### config.mk
export PLATFORM = sky130hd
export DESIGN_NAME = eight_bit_cpu_alu_with_decimal_unit
export DESIGN_NICKNAME = d
export VERILOG_FILES = /design/src/hw/rtl/e8alu_pkg.sv /design/src/hw/rtl/eight_bit_cpu_alu_with_decimal_unit.sv /design/src/hw/rtl/e8alu_addsub.sv /design/src/hw/rtl/e8alu_core.sv
export SDC_FILE = /design/constraint.sdc
export NUM_CORES = 1
export LEC_CHECK = 0
export BUFFER_PORTS_ARGS = -buffer_cell sky130_fd_sc_hd__buf_2
export CORE_MARGIN = 5
export CORE_UTILIZATION = 45
export DETAILED_ROUTE_END_ITERATION = 10
export PLACE_DENSITY = 0.65
export SLEW_MARGIN = 25
export SYNTH_ARGS = -nofsm -noshare
export SYNTH_HDL_FRONTEND = slang
export SYNTH_HIERARCHICAL = 1
export SYNTH_SLANG_ARGS = --single-unit
### constraint.sdc
create_clock -name clock -period 7.6 [get_ports clock]
set_input_delay 1.9 -clock clock [delete_from_list [all_inputs] [get_ports clock]]
set_output_delay 1.9 -clock clock [all_outputs]
set_load 0.05 [all_outputs]
### src/hw/rtl/e8alu_pkg.sv
`timescale 1ns / 1ps
`default_nettype none
// ----------------------------------------------------------------------------
// e8alu_pkg
// Shared types and constants for the eight-bit ALU with decimal mode:
// operation codes, status bit positions and the adder result bundle.
// ----------------------------------------------------------------------------
package e8alu_pkg;

   localparam int DataWidth = 8;
   localparam int OpWidth   = 4;

   typedef logic [DataWidth-1:0] byte_type;
   typedef logic [OpWidth-1:0]   op_type;

   // Operation codes.
   localparam op_type OP_OR   = 4'd0;
   localparam op_type OP_AND  = 4'd1;
   localparam op_type OP_XOR  = 4'd2;
   localparam op_type OP_ADD  = 4'd3;
   localparam op_type OP_SUB  = 4'd4;
   localparam op_type OP_CMP  = 4'd5;
   localparam op_type OP_ASL  = 4'd6;
   localparam op_type OP_ROL  = 4'd7;
   localparam op_type OP_LSR  = 4'd8;
   localparam op_type OP_ROR  = 4'd9;
   localparam op_type OP_INC  = 4'd10;
   localparam op_type OP_DEC  = 4'd11;
   localparam op_type OP_BIT  = 4'd12;
   localparam op_type OP_LOAD = 4'd13;

   // Status byte bit positions.
   localparam int FlagC = 0;
   localparam int FlagZ = 1;
   localparam int FlagD = 3;
   localparam int FlagV = 6;
   localparam int FlagN = 7;

   // Decimal adjust constants.
   localparam logic [4:0] NibbleAdjust = 5'h06;
   localparam logic [4:0] NibbleLimit  = 5'h0A;
   localparam logic [9:0] ByteAdjust   = 10'h060;
   localparam logic [9:0] ByteLimit    = 10'h0A0;
   localparam logic [5:0] BorrowFix    = 6'd26;

   // Result byte and the four arithmetic flags from the adder unit.
   typedef struct packed {
      byte_type result;
      logic     c;
      logic     z;
      logic     v;
      logic     n;
   } arith_type;

endpackage : e8alu_pkg
`default_nettype wire

### src/hw/rtl/eight_bit_cpu_alu_with_decimal_unit.sv
`timescale 1ns / 1ps
`default_nettype none
// ----------------------------------------------------------------------------
// eight_bit_cpu_alu_with_decimal_unit
// Eight-bit CPU ALU with binary and decimal add and subtract, logic,
// compare, shift, rotate, increment, decrement, bit test and load.
// ----------------------------------------------------------------------------
// Each request carries an operation, the register value, the operand byte
// and the status byte, and produces exactly one response with the result
// byte and the updated status byte. A request is latched into an input
// register at the edge that takes it, evaluated by the combinational ALU
// while it is held there and captured in the response register when that
// register may load, so the response is presented from a register. The
// block sustains one request per clock while rsp_stall is low: both
// registers advance together, and the input register keeps taking
// requests while a finished response waits, until both stages are full
// and rsp_stall is high. The cycle time is set by the decimal adder path
// (low digit add, digit adjust, high digit add and byte adjust). There is
// no configuration and no internal state beyond the two pipeline
// registers.
// ----------------------------------------------------------------------------
module eight_bit_cpu_alu_with_decimal_unit (
   input  wire                       clock,
   input  wire                       reset,
   // Request channel.
   input  wire                       req_valid,
   output logic                      req_stall,
   input  wire e8alu_pkg::op_type    req_operation,
   input  wire e8alu_pkg::byte_type  req_reg_value,
   input  wire e8alu_pkg::byte_type  req_operand,
   input  wire e8alu_pkg::byte_type  req_status_in,
   // Response channel.
   output logic                      rsp_valid,
   input  wire                       rsp_stall,
   output e8alu_pkg::byte_type       rsp_result,
   output e8alu_pkg::byte_type       rsp_status_out
);
   import e8alu_pkg::*;

   // Input stage.
   logic     in_valid_ff;
   logic     in_valid_in;
   op_type   in_operation_ff;
   byte_type in_reg_value_ff;
   byte_type in_operand_ff;
   byte_type in_status_ff;

   // Response stage.
   logic     out_valid_ff;
   logic     out_valid_in;
   byte_type out_result_ff;
   byte_type out_status_ff;

   // ALU outputs for the request in the input stage.
   byte_type alu_result;
   byte_type alu_status;

   logic     out_load;
   logic     in_load;

   // The response register may load when it is empty or being drained.
   // The input register may load when it is empty or moving forward, so
   // a new request is taken while a response is still waiting.
   assign out_load     = ~out_valid_ff | ~rsp_stall;
   assign in_load      = ~in_valid_ff | out_load;
   assign req_stall    = ~in_load;

   assign in_valid_in  = in_load  ? req_valid   : in_valid_ff;
   assign out_valid_in = out_load ? in_valid_ff : out_valid_ff;

   always_ff @(posedge clock) begin
      if (reset) begin
         in_valid_ff  <= 1'b0;
         out_valid_ff <= 1'b0;
      end else begin
         in_valid_ff  <= in_valid_in;
         out_valid_ff <= out_valid_in;
      end
   end

   // Payload registers only change when their stage takes a new request.
   always_ff @(posedge clock) begin
      if (in_load && req_valid) begin
         in_operation_ff <= req_operation;
         in_reg_value_ff <= req_reg_value;
         in_operand_ff   <= req_operand;
         in_status_ff    <= req_status_in;
      end
      if (out_load && in_valid_ff) begin
         out_result_ff <= alu_result;
         out_status_ff <= alu_status;
      end
   end

   e8alu_core u_core (
      .operation  (in_operation_ff),
      .reg_value  (in_reg_value_ff),
      .operand    (in_operand_ff),
      .status_in  (in_status_ff),
      .result     (alu_result),
      .status_out (alu_status)
   );

   assign rsp_valid      = out_valid_ff;
   assign rsp_result     = out_result_ff;
   assign rsp_status_out = out_status_ff;

endmodule : eight_bit_cpu_alu_with_decimal_unit
`default_nettype wire

### src/hw/rtl/e8alu_addsub.sv
`timescale 1ns / 1ps
`default_nettype none
// ----------------------------------------------------------------------------
// e8alu_addsub
// Add with carry and subtract with borrow, binary or decimal, with the
// flag behavior of the original NMOS part.
// ----------------------------------------------------------------------------
module e8alu_addsub (
   input  wire e8alu_pkg::byte_type  a,
   input  wire e8alu_pkg::byte_type  m,
   input  wire logic                 cin,
   input  wire logic                 dec,
   output e8alu_pkg::arith_type      add_out,
   output e8alu_pkg::arith_type      sub_out
);
   import e8alu_pkg::*;

   // Addition.
   logic [4:0] add_lo;
   logic [3:0] add_lo_nib;
   logic       add_lo_carry;
   logic [4:0] add_hi;
   logic [9:0] add_sum;
   logic [9:0] add_adj;
   logic [7:0] add_bin;

   // Subtraction.
   logic signed [5:0]  sub_lo;
   logic        [5:0]  sub_lo_fix;
   logic signed [5:0]  sub_lo_adj;
   logic signed [10:0] sub_d;
   logic signed [10:0] sub_d_adj;
   logic        [8:0]  sub_bin;

   always_comb begin
      add_lo = {1'b0, a[3:0]} + {1'b0, m[3:0]} + {4'd0, cin};
      if (dec && (add_lo >= NibbleLimit)) begin
         add_lo_nib   = 4'(add_lo + NibbleAdjust);
         add_lo_carry = 1'b1;
      end else begin
         add_lo_nib   = add_lo[3:0];
         add_lo_carry = add_lo[4];
      end
      add_hi  = {1'b0, a[7:4]} + {1'b0, m[7:4]} + {4'd0, add_lo_carry};
      add_sum = {1'b0, add_hi, add_lo_nib};
      // N and V come from the partly adjusted sum.
      add_adj = (dec && (add_sum >= ByteLimit)) ? add_sum + ByteAdjust : add_sum;
      add_bin = a + m + {7'd0, cin};

      add_out.result = add_adj[7:0];
      add_out.n      = add_sum[7];
      add_out.v      = ~(a[7] ^ m[7]) & (a[7] ^ add_sum[7]);
      add_out.c      = (add_adj[9:8] != 2'b00);
      add_out.z      = (add_bin == 8'd0);
   end

   always_comb begin
      sub_lo     = $signed({2'b00, a[3:0]}) - $signed({2'b00, m[3:0]})
                   + $signed({5'd0, cin}) - 6'sd1;
      sub_lo_fix = 6'(sub_lo) + BorrowFix;
      // A negative low digit wraps to -16..-1 after the decimal fix.
      sub_lo_adj = (dec && sub_lo[5]) ? $signed({2'b11, sub_lo_fix[3:0]}) : sub_lo;
      sub_d      = 11'(sub_lo_adj) + $signed({3'b000, a[7:4], 4'h0})
                   - $signed({3'b000, m[7:4], 4'h0});
      sub_d_adj  = (dec && sub_d[10]) ? sub_d - $signed({1'b0, ByteAdjust}) : sub_d;
      sub_bin    = {1'b0, a} + {1'b0, ~m} + {8'd0, cin};

      // All subtract flags follow the binary difference.
      sub_out.result = sub_d_adj[7:0];
      sub_out.n      = sub_bin[7];
      sub_out.v      = (a[7] ^ m[7]) & (a[7] ^ sub_bin[7]);
      sub_out.c      = sub_bin[8];
      sub_out.z      = (sub_bin[7:0] == 8'd0);
   end

endmodule : e8alu_addsub
`default_nettype wire

### src/hw/rtl/e8alu_core.sv
`timescale 1ns / 1ps
`default_nettype none
// ----------------------------------------------------------------------------
// e8alu_core
// Combinational ALU: operation select, logic, shifts, increment and
// decrement, compare, bit test and status byte update.
// ----------------------------------------------------------------------------
module e8alu_core (
   input  wire e8alu_pkg::op_type    operation,
   input  wire e8alu_pkg::byte_type  reg_value,
   input  wire e8alu_pkg::byte_type  operand,
   input  wire e8alu_pkg::byte_type  status_in,
   output e8alu_pkg::byte_type       result,
   output e8alu_pkg::byte_type       status_out
);
   import e8alu_pkg::*;

   arith_type  add_out;
   arith_type  sub_out;
   logic [8:0] cmp_diff;
   logic       cin;

   function automatic byte_type set_nz(byte_type st, byte_type r);
      byte_type s;
      s        = st;
      s[FlagN] = r[7];
      s[FlagZ] = (r == 8'd0);
      return s;
   endfunction

   assign cin      = status_in[FlagC];
   assign cmp_diff = {1'b0, reg_value} - {1'b0, operand};

   e8alu_addsub u_addsub (
      .a       (reg_value),
      .m       (operand),
      .cin     (cin),
      .dec     (status_in[FlagD]),
      .add_out (add_out),
      .sub_out (sub_out)
   );

   always_comb begin
      result     = reg_value;
      status_out = status_in;
      case (operation)
         OP_OR: begin
            result     = reg_value | operand;
            status_out = set_nz(status_in, result);
         end
         OP_AND: begin
            result     = reg_value & operand;
            status_out = set_nz(status_in, result);
         end
         OP_XOR: begin
            result     = reg_value ^ operand;
            status_out = set_nz(status_in, result);
         end
         OP_ADD: begin
            result            = add_out.result;
            status_out[FlagC] = add_out.c;
            status_out[FlagZ] = add_out.z;
            status_out[FlagV] = add_out.v;
            status_out[FlagN] = add_out.n;
         end
         OP_SUB: begin
            result            = sub_out.result;
            status_out[FlagC] = sub_out.c;
            status_out[FlagZ] = sub_out.z;
            status_out[FlagV] = sub_out.v;
            status_out[FlagN] = sub_out.n;
         end
         OP_CMP: begin
            status_out[FlagC] = ~cmp_diff[8];
            status_out[FlagZ] = (reg_value == operand);
            status_out[FlagN] = cmp_diff[7];
         end
         OP_ASL: begin
            result            = {operand[6:0], 1'b0};
            status_out[FlagC] = operand[7];
            status_out        = set_nz(status_out, result);
         end
         OP_ROL: begin
            result            = {operand[6:0], cin};
            status_out[FlagC] = operand[7];
            status_out        = set_nz(status_out, result);
         end
         OP_LSR: begin
            result            = {1'b0, operand[7:1]};
            status_out[FlagC] = operand[0];
            status_out        = set_nz(status_out, result);
         end
         OP_ROR: begin
            result            = {cin, operand[7:1]};
            status_out[FlagC] = operand[0];
            status_out        = set_nz(status_out, result);
         end
         OP_INC: begin
            result     = operand + 8'd1;
            status_out = set_nz(status_in, result);
         end
         OP_DEC: begin
            result     = operand - 8'd1;
            status_out = set_nz(status_in, result);
         end
         OP_BIT: begin
            status_out[FlagN] = operand[7];
            status_out[FlagV] = operand[6];
            status_out[FlagZ] = ((reg_value & operand) == 8'd0);
         end
         OP_LOAD: begin
            result     = operand;
            status_out = set_nz(status_in, result);
         end
         default: begin
            // Unused codes pass the register value and status through.
            result     = reg_value;
            status_out = status_in;
         end
      endcase
   end

endmodule : e8alu_core
`default_nettype wire
==> results of run 1 <==
[cell families after synthesis]
family | Yosys count
buffers and inverters | 93
muxes | 7
AOI/OAI and AO/OA | 160
xor gates and xnor gates | 38
adders and majority gates | 70
DFF | 46
and+or+nand+nor | 208
[worst min-delay path by stage]
stage                          startpoint           endpoint  slack [ns]  cells after the start
final                     in_status_ff[5]  rsp_status_out[5]        0.42                      0
after global routing      in_status_ff[5]  rsp_status_out[5]        0.43                      0
after floorplan               in_valid_ff          rsp_valid        0.47                      2
after global placement    in_status_ff[2]  rsp_status_out[2]        0.40                      0
after CTS                 in_status_ff[4]  rsp_status_out[4]        0.42                      0
after detailed placement  in_status_ff[4]  rsp_status_out[4]        0.41                      0
[critical path, stage by stage (launching register included)]
cell and delay [ns]:
sky130_fd_sc_hd__edfxtp_1 0.72, sky130_fd_sc_hd__inv_1 0.13, sky130_fd_sc_hd__fa_1 0.44, sky130_fd_sc_hd__fa_1 0.41
sky130_fd_sc_hd__xnor2_1 0.40, sky130_fd_sc_hd__ha_1 0.29, sky130_fd_sc_hd__inv_1 0.05, sky130_fd_sc_hd__a31oi_1 0.18
sky130_fd_sc_hd__o21ai_0 0.10, sky130_fd_sc_hd__nand2_1 0.19, sky130_fd_sc_hd__nand2_1 0.09, sky130_fd_sc_hd__fa_1 0.38
sky130_fd_sc_hd__inv_1 0.10, sky130_fd_sc_hd__fa_1 0.46, sky130_fd_sc_hd__inv_1 0.12, sky130_fd_sc_hd__ha_1 0.15
sky130_fd_sc_hd__nand2_1 0.05, sky130_fd_sc_hd__or4_4 0.43, sky130_fd_sc_hd__a211oi_2 0.24, sky130_fd_sc_hd__nor2_1 0.07
sky130_fd_sc_hd__a2bb2oi_1 0.13, sky130_fd_sc_hd__mux4_2 0.48, sky130_fd_sc_hd__a221oi_1 0.32, sky130_fd_sc_hd__a31oi_1 0.12
[cell usage after synthesis (6+ instances only)]
master                     number
sky130_fd_sc_hd__a21o_1         7
sky130_fd_sc_hd__a21oi_1       24
sky130_fd_sc_hd__a22oi_1        9
sky130_fd_sc_hd__a31oi_1        9
sky130_fd_sc_hd__and3_1         6
sky130_fd_sc_hd__buf_2         17
sky130_fd_sc_hd__buf_4          7
sky130_fd_sc_hd__clkbuf_1      10
sky130_fd_sc_hd__edfxtp_1      44
sky130_fd_sc_hd__fa_1          11
sky130_fd_sc_hd__ha_1          59
sky130_fd_sc_hd__inv_1         56
sky130_fd_sc_hd__nand2_1       38
sky130_fd_sc_hd__nand2b_1      15
sky130_fd_sc_hd__nand3_1       19
sky130_fd_sc_hd__nor2_1        50
sky130_fd_sc_hd__nor2b_1       14
sky130_fd_sc_hd__nor3_1        20
sky130_fd_sc_hd__nor4_1         7
sky130_fd_sc_hd__o21ai_0       32
sky130_fd_sc_hd__xnor2_1       29
sky130_fd_sc_hd__xor2_1         9
[per-layer routing]
| layer | vias up | share of wire | track usage |
|---|---|---|---|
| li1 | 2319 | - | - |
| met1 | 2277 | 0.46 | 0.3035 |
| met2 | 223 | 0.44 | 0.3267 |
| met3 | 21 | 0.086 | 0.05042 |
| met4 | 0 | 0.015 | 0.04939 |
| met5 | - | 0 | 0 |
[flip-flops by register name (all words and copies together), names as in the netlist]
register	count
in_reg_value_ff	8
in_status_ff	8
rsp_result	8
in_operation_ff	4
in_operand_ff	8
rsp_valid	1
in_valid_ff	1
rsp_status_out	8
[cell usage in the layout (no fill, tap or decap), drive strengths merged, types with 4 or more instances in the layout]
master | synthesis | final
nand2 | 38 | 38
a221oi | 6 | 6
nand3b | 4 | 4
xor2 | 9 | 9
nor3 | 20 | 20
nand3 | 20 | 20
a22oi | 9 | 9
nand2b | 15 | 15
a2bb2oi | 4 | 4
clkbuf | 11 | 5
or2 | 5 | 5
o21ai | 34 | 34
and3 | 7 | 7
a211oi | 5 | 5
nor4 | 8 | 8
inv | 57 | 57
nor2 | 51 | 51
xnor2 | 29 | 29
o22ai | 5 | 5
edfxtp | 44 | 44
fa | 11 | 11
a21oi | 26 | 26
ha | 59 | 59
a31oi | 9 | 9
a2111oi | 4 | 4
and4 | 4 | 4
nor2b | 14 | 14
mux2i | 4 | 4
a21o | 7 | 7
buf | 25 | 55
[final cells by class]
class | count | area, µm² | share of cell area
clock buffers | 5 | 125.1 | 0.02122
clock inverters | 3 | 21.27 | 0.003607
inverters | 57 | 214.0 | 0.03628
multi-input cells | 483 | 3701 | 0.6276
flip-flops and latches | 46 | 1361 | 0.2309
well taps | 147 | 183.9 | 0.03119
repair buffers | 55 | 290.3 | 0.04923
[power by group through the flow]
stage | clock network, mW | logic, mW | registers, mW
after detailed placement | 0 | 0.551 | 0.325
after global routing | 0.238 | 0.610 | 0.322
after global placement | 0 | 0.537 | 0.325
final | 0.224 | 0.560 | 0.319
after CTS | 0.227 | 0.555 | 0.319
after floorplan | 0 | 0.408 | 0.335
==> results_dict.tcl, run 1 <==
set metrics [dict create \
    root_buffer "sky130_fd_sc_hd__clkbuf_16" \
    pre_cts_ws_ns 1.309 \
    synth-warning-count 6 \
    final_min_period_over_clock_period 0.8351 \
    nets 750 \
    end_point_of_the_critical_path "rsp_result[6]" \
    timing.final.hold_violations 0 \
    synth_edf_count 44 \
    drt_first_iter_violations 597 \
    port_buffers 49 \
    cts_num_sinks 46 \
    detailedRoute.firstPassIterationCount 5 \
    globalRouteTotalUtil 0.2129 \
    unrepaired_setup_endpoints_after_global_routing "no" \
    numPlacedInstances 788 \
    detail_route.wirelength_mm 15.58 \
    clock_latency_ns 0.30 \
    hold_path_class "reg2reg" \
    achievable-frequency_mhz 157.6 \
    worstPathMaxFanout 16 \
    fin_crit_ns 6.347 \
    cp-startpoint "in_operand_ff[0]" \
    async_flop_share 0 \
    cell_area_after_synthesis_um2 5454 \
    post_cts_resized 0 \
    floorplan.initialDensity 0.4560 \
    r2r_slack_ns 1.25 \
    floorplan.core_area_um2 11960 \
    power_switching_mw 0.4666 \
    totalPowerFinal_mw 1.103 \
    final_max_slew_viol_count 0 \
    seq_power_share 0.289 \
    initial_antenna_violation_count 0 \
    maxCapViolations 0 \
    vdd_drop_max_mv 0.09542 \
    tritoncts.num_buffers 5 \
    share_of_synthesized_cell_area_in_and_or_nand_and_nor_gates 0.2049 \
    power.share.clock 0.203 \
    netlist-cell-type-count 87 \
    worst_pin_slew_ns 0.8374 \
    grt_pass1_vias 4591 \
    final_layout_size_suffix_gt1_frac 0.1479 \
    ys_dominant_reg_cell "sky130_fd_sc_hd__edfxtp_1" \
    synth_fp_nets 724 \
    final_non_filler_cell_total 796 \
    timing.final.ws_setup_ns 1.253 \
    synth.avg_cell_area_um2 8.768 \
    fin_area_um2 5897 \
    wire_length_of_the_first_global_routing_pass_mm 24.52 \
    yosysSeqAreaShare 0.2496 \
    detail_route.drc_violations 0 \
    synth_adder_area_share 0.1757 \
    synth_xor_xnor_area_share 0.06102 \
    final.setup.tns_ns 0 \
    io_pins 50 \
    worst_ep_required_time_ns 7.63 \
    floorplan.die.height_um 120.1 \
    comb_power_share 0.508 \
    gpl.final_weighted_congestion 0.9367 \
    worst_ep_arrival_time_ns 6.37 \
    cts-hold-fix-buffers 0 \
    dieArea_um2 14420 \
    area_growth_syn_to_layout_pct 8.121 \
    final.setup_skew_ns 0.01210 \
    largest_net_degree_at_the_start_of_global_routing 47 \
    setup.worst_path.end_class "flip-flop" \
    fillers 1095 \
    synthDominantCellAreaShare 0.2423 \
    grt_overflow 0 \
    yosys-mux-area-fraction 0.01560 \
    setup_viol_count_final 0 \
    average_vias_per_placed_instance 6.080 \
    post-route-util 0.4930 \
    std_cell_rows 40 \
    htree_levels 2 \
    die_w_um 120.1 \
    drt-wirelength-per-cell_um 19.57 \
    max-slew-margin-rel 0.4273 \
    n_antenna_cell 0 \
    worst_hold_slack_ns 0.4239 \
    power_switching_share 0.4229 \
    cts.reportedPaths.clkPinSlew_ns 0.07 \
    synthTopCellsByArea "sky130_fd_sc_hd__edfxtp_1, sky130_fd_sc_hd__ha_1, sky130_fd_sc_hd__xnor2_1, sky130_fd_sc_hd__fa_1, sky130_fd_sc_hd__inv_1" \
    clk_path_buf_depth 2 \
    cts_tree "done" \
    vias 4840 \
    worstSetupPathType "reg2reg" \
    p_leak_nw 2.448 \
    critical_path.reg2reg.endpoint "rsp_result[6]" \
    pwr_density_cell_nw_per_um2 187.1 \
    post_synth_inst_count 622 \
    dominant_combinational_cell_family_by_area_after_synthesis "compound AO/OA/AOI/OAI gates" \
    worstReg2RegStart "in_operand_ff[0]" \
    post-synth-top-area-cell "sky130_fd_sc_hd__edfxtp_1" \
    post_dp_cell_area_um2 5751 \
    ys_ff_latch 46 \
    internal_power_mw 0.6368 \
    post_cts_buffers 0 \
    place_hpwl_mm 11.53 \
    ant_nets 0 \
    status "finished clean" \
    critPathLaunchType "flip-flop" \
    worst-r2r-cell-count 23 \
    area_fraction_in_compound_gates_after_synthesis 0.2189 \
]
(Power assumes the default switching activity.)
==> run 2, diff against run 1 <==
--- a/config.mk
+++ b/config.mk
@@ -5,6 +5,7 @@
 export SDC_FILE = /design/constraint.sdc
 export NUM_CORES = 1
 export LEC_CHECK = 0
+export ABC_AREA = 1
 export BUFFER_PORTS_ARGS = -buffer_cell sky130_fd_sc_hd__buf_2
 export CORE_MARGIN = 5
 export CORE_UTILIZATION = 45
==> constraint.sdc (replaced) <==
create_clock -name clock -period 6.6 [get_ports clock]
set_input_delay 1.65 -clock clock [delete_from_list [all_inputs] [get_ports clock]]
set_output_delay 1.65 -clock clock [all_outputs]
set_load 0.05 [all_outputs]
==> results_dict.tcl, run 2 <==
set metrics [dict create \
    status "finished clean" \
    cp_common_cell "sky130_fd_sc_hd__nand2_1" \
    grt_overflow 0 \
    fin_crit_ns 5.237 \
    timing.final.hold_violations 0 \
    drt_first_iter_violations 422 \
    final_layout_size_suffix_gt1_frac 0.1293 \
    worst_ep_arrival_time_ns 5.28 \
    final.setup_skew_ns 0.005798 \
    clock_latency_ns 0.29 \
    achievable-frequency_mhz 190.9 \
    internal_power_mw 0.7324 \
    synthTopCellsByArea "sky130_fd_sc_hd__edfxtp_1, sky130_fd_sc_hd__ha_1, sky130_fd_sc_hd__nand2_1, sky130_fd_sc_hd__inv_1, sky130_fd_sc_hd__nor2_1" \
    cts.reportedPaths.clkPinSlew_ns 0.07 \
    n_antenna_cell 0 \
    layout_commonest_cell "sky130_fd_sc_hd__nand2_1" \
    detailedRoute.firstPassIterationCount 5 \
    synthDominantCellAreaShare 0.2527 \
    cts_num_sinks 46 \
    final_max_slew_viol_count 0 \
    timing.hold.worst.start "in_status_ff[4]" \
    cts-hold-fix-buffers 0 \
    die_w_um 117.8 \
    setup.worst_path.end_class "flip-flop" \
    max-slew-margin-rel 0.5138 \
    worstSetupPathType "reg2reg" \
    async_flop_share 0 \
    average_vias_per_placed_instance 5.355 \
    initial_antenna_violation_count 0 \
    cp-startpoint "in_operand_ff[0]" \
    fillers 1174 \
    cell_area_after_synthesis_um2 5229 \
    worstReg2RegStart "in_operand_ff[0]" \
    final.setup.tns_ns 0 \
    netlist-cell-type-count 45 \
    htree_levels 2 \
    yosys-top-cells-count "sky130_fd_sc_hd__nand2_1, sky130_fd_sc_hd__inv_1, sky130_fd_sc_hd__nor2_1" \
    synth.avg_cell_area_um2 7.354 \
    floorplan.core_area_um2 11420 \
    post_cts_buffers 0 \
    detail_route.wirelength_mm 14.57 \
    drt-wirelength-per-cell_um 16.17 \
    ys_dominant_reg_cell "sky130_fd_sc_hd__edfxtp_1" \
    maxCapViolations 0 \
    synth_fp_nets 813 \
    port_buffers 49 \
    place_hpwl_mm 11.71 \
    numPlacedInstances 893 \
    ant_nets 0 \
    final_min_period_over_clock_period 0.7935 \
    floorplan.die.height_um 117.8 \
    r2r_slack_ns 1.36 \
    worst_ep_required_time_ns 6.65 \
    setup_viol_count_final 0 \
    std_cell_rows 39 \
    final_non_filler_cell_total 901 \
    worst_hold_path.num_cells 0 \
    worst-r2r-cell-count 29 \
    root_buffer "sky130_fd_sc_hd__clkbuf_16" \
    comb_power_share 0.467 \
    yosysSeqAreaShare 0.2603 \
    synth-warning-count 6 \
    end_point_of_the_critical_path "rsp_result[5]" \
    dieArea_um2 13880 \
    gpl.final_weighted_congestion 1.003 \
    worst_pin_slew_ns 0.7293 \
    power_switching_mw 0.5031 \
    unrepaired_setup_endpoints_after_global_routing "no" \
    max_stage_delay_ns 0.70 \
    synth_most_common_cell "sky130_fd_sc_hd__nand2_1" \
    io_pins 50 \
    critPathLaunchType "flip-flop" \
    worst_path_max_delay_cell "sky130_fd_sc_hd__edfxtp_1" \
    clk_path_buf_depth 2 \
    detail_route.drc_violations 0 \
    post-synth-top-area-cell "sky130_fd_sc_hd__edfxtp_1" \
    worst_hold_slack_ns 0.4211 \
    ys_ff_latch 46 \
    cts_tree "done" \
    post_cts_resized 0 \
    tritoncts.num_buffers 5 \
    worstPathMaxFanout 13 \
    nets 859 \
    floorplan.initialDensity 0.4579 \
    wire_length_of_the_first_global_routing_pass_mm 23.67 \
    vdd_drop_max_mv 0.1186 \
    critical_path.reg2reg.endpoint "rsp_result[5]" \
    seq_power_share 0.300 \
    p_leak_nw 2.803 \
    power.share.clock 0.233 \
    vias 4825 \
    power_switching_share 0.4072 \
    post_synth_inst_count 711 \
    pwr_density_cell_nw_per_um2 214.7 \
    grt_pass1_vias 4726 \
    largest_net_degree_at_the_start_of_global_routing 29 \
    layout_common_cells "sky130_fd_sc_hd__nand2_1, sky130_fd_sc_hd__inv_1, sky130_fd_sc_hd__nor2_1" \
    globalRouteTotalUtil 0.2084 \
    area_growth_syn_to_layout_pct 10.07 \
    synth_edf_count 44 \
    hold_path_class "reg2reg" \
]
-- run 2: changes by cell type after synthesis, moves of 9 or more --
cell                       previous run  this run
sky130_fd_sc_hd__nand2_1             38       163
sky130_fd_sc_hd__inv_1               56       105
sky130_fd_sc_hd__nor2_1              50        86
sky130_fd_sc_hd__nand3_1             19        47
sky130_fd_sc_hd__xnor2_1             29         3
sky130_fd_sc_hd__nand2b_1            15         0
sky130_fd_sc_hd__buf_2               17         3
sky130_fd_sc_hd__nor2b_1             14         0
sky130_fd_sc_hd__nor3_1              20         8
sky130_fd_sc_hd__clkbuf_1            10         0
sky130_fd_sc_hd__nand4_1              3        13
sky130_fd_sc_hd__a22oi_1              9         0
sky130_fd_sc_hd__xor2_1               9        18
-- run 2: layout make-up --
| cell class | instances | area [µm²] | area share |
|---|---|---|---|
| Multi-Input combinational cell | 542 | 3376 | 0.5865 |
| Clock inverter | 3 | 45.04 | 0.007826 |
| Tap cell | 143 | 178.9 | 0.03109 |
| Inverter | 113 | 424.2 | 0.07370 |
| Clock buffer | 5 | 125.1 | 0.02174 |
| Timing Repair Buffer | 49 | 245.2 | 0.04261 |
| Sequential cell | 46 | 1361 | 0.2365 |
-- run 2: critical path, delay by kind of cell (launching register included) --
family | cells | cell delay [ns]
AO/OA/AOI/OAI | 2 | 0.40
adder cells (fa/ha/maj) | 5 | 1.67
flip-flops | 1 | 0.70
AND/OR/NAND/NOR | 18 | 1.77
buffers and inverters | 4 | 0.47
-- run 2: kinds of logic (layout without fill, tap and decap cells) --
group,count (synthesis),count (layout),share of synthesized area
flip-flops,46,46,0.2604
XOR/XNOR,27,27,0.05600
buffers and inverters,123,170,0.09619
AND/OR/NAND/NOR,343,343,0.2886
AO/OA/AOI/OAI,102,102,0.1156
adder cells (fa/ha/maj),70,70,0.1833
-- run 2: how the worst min path moves through the flow --
stage                              endpoint  slack (ns)
final                     rsp_status_out[4]        0.42
after global routing      rsp_status_out[5]        0.43
after global placement    rsp_status_out[5]        0.40
after CTS                 rsp_status_out[2]        0.42
after floorplan                   rsp_valid        0.46
after detailed placement  rsp_status_out[2]        0.41
-- run 2: per-layer routing --
layer  global-route usage  wire [µm]  share of wire
met5                    0          0              0
met4              0.05376        293          0.020
met3              0.04181        888          0.061
met2               0.3359       6512           0.45
met1               0.2861       6877           0.47
-- run 2: power groups by stage --
stage               combinational [mW]  clock, mW  sequential (mW)
floorplan                        0.427          0            0.390
global placement                 0.555          0            0.376
detailed placement               0.574          0            0.376
CTS                              0.578      0.293            0.370
global route                     0.655      0.303            0.373
finish                           0.578      0.288            0.370
-- run 2: metrics by stage --
step	total power, mW	util	cell area, µm²	worst slack [ns]
6_report	1.235	0.5041	5756	1.363
3_5_place_dp	0.9498	0.4885	5578	1.470
2_1_floorplan	0.8170	-	5229	2.042
3_3_place_gp	0.9305	0.4885	5578	1.689
5_1_grt	1.330	0.5041	5756	0.8791
4_1_cts	1.241	0.5034	5748	1.432
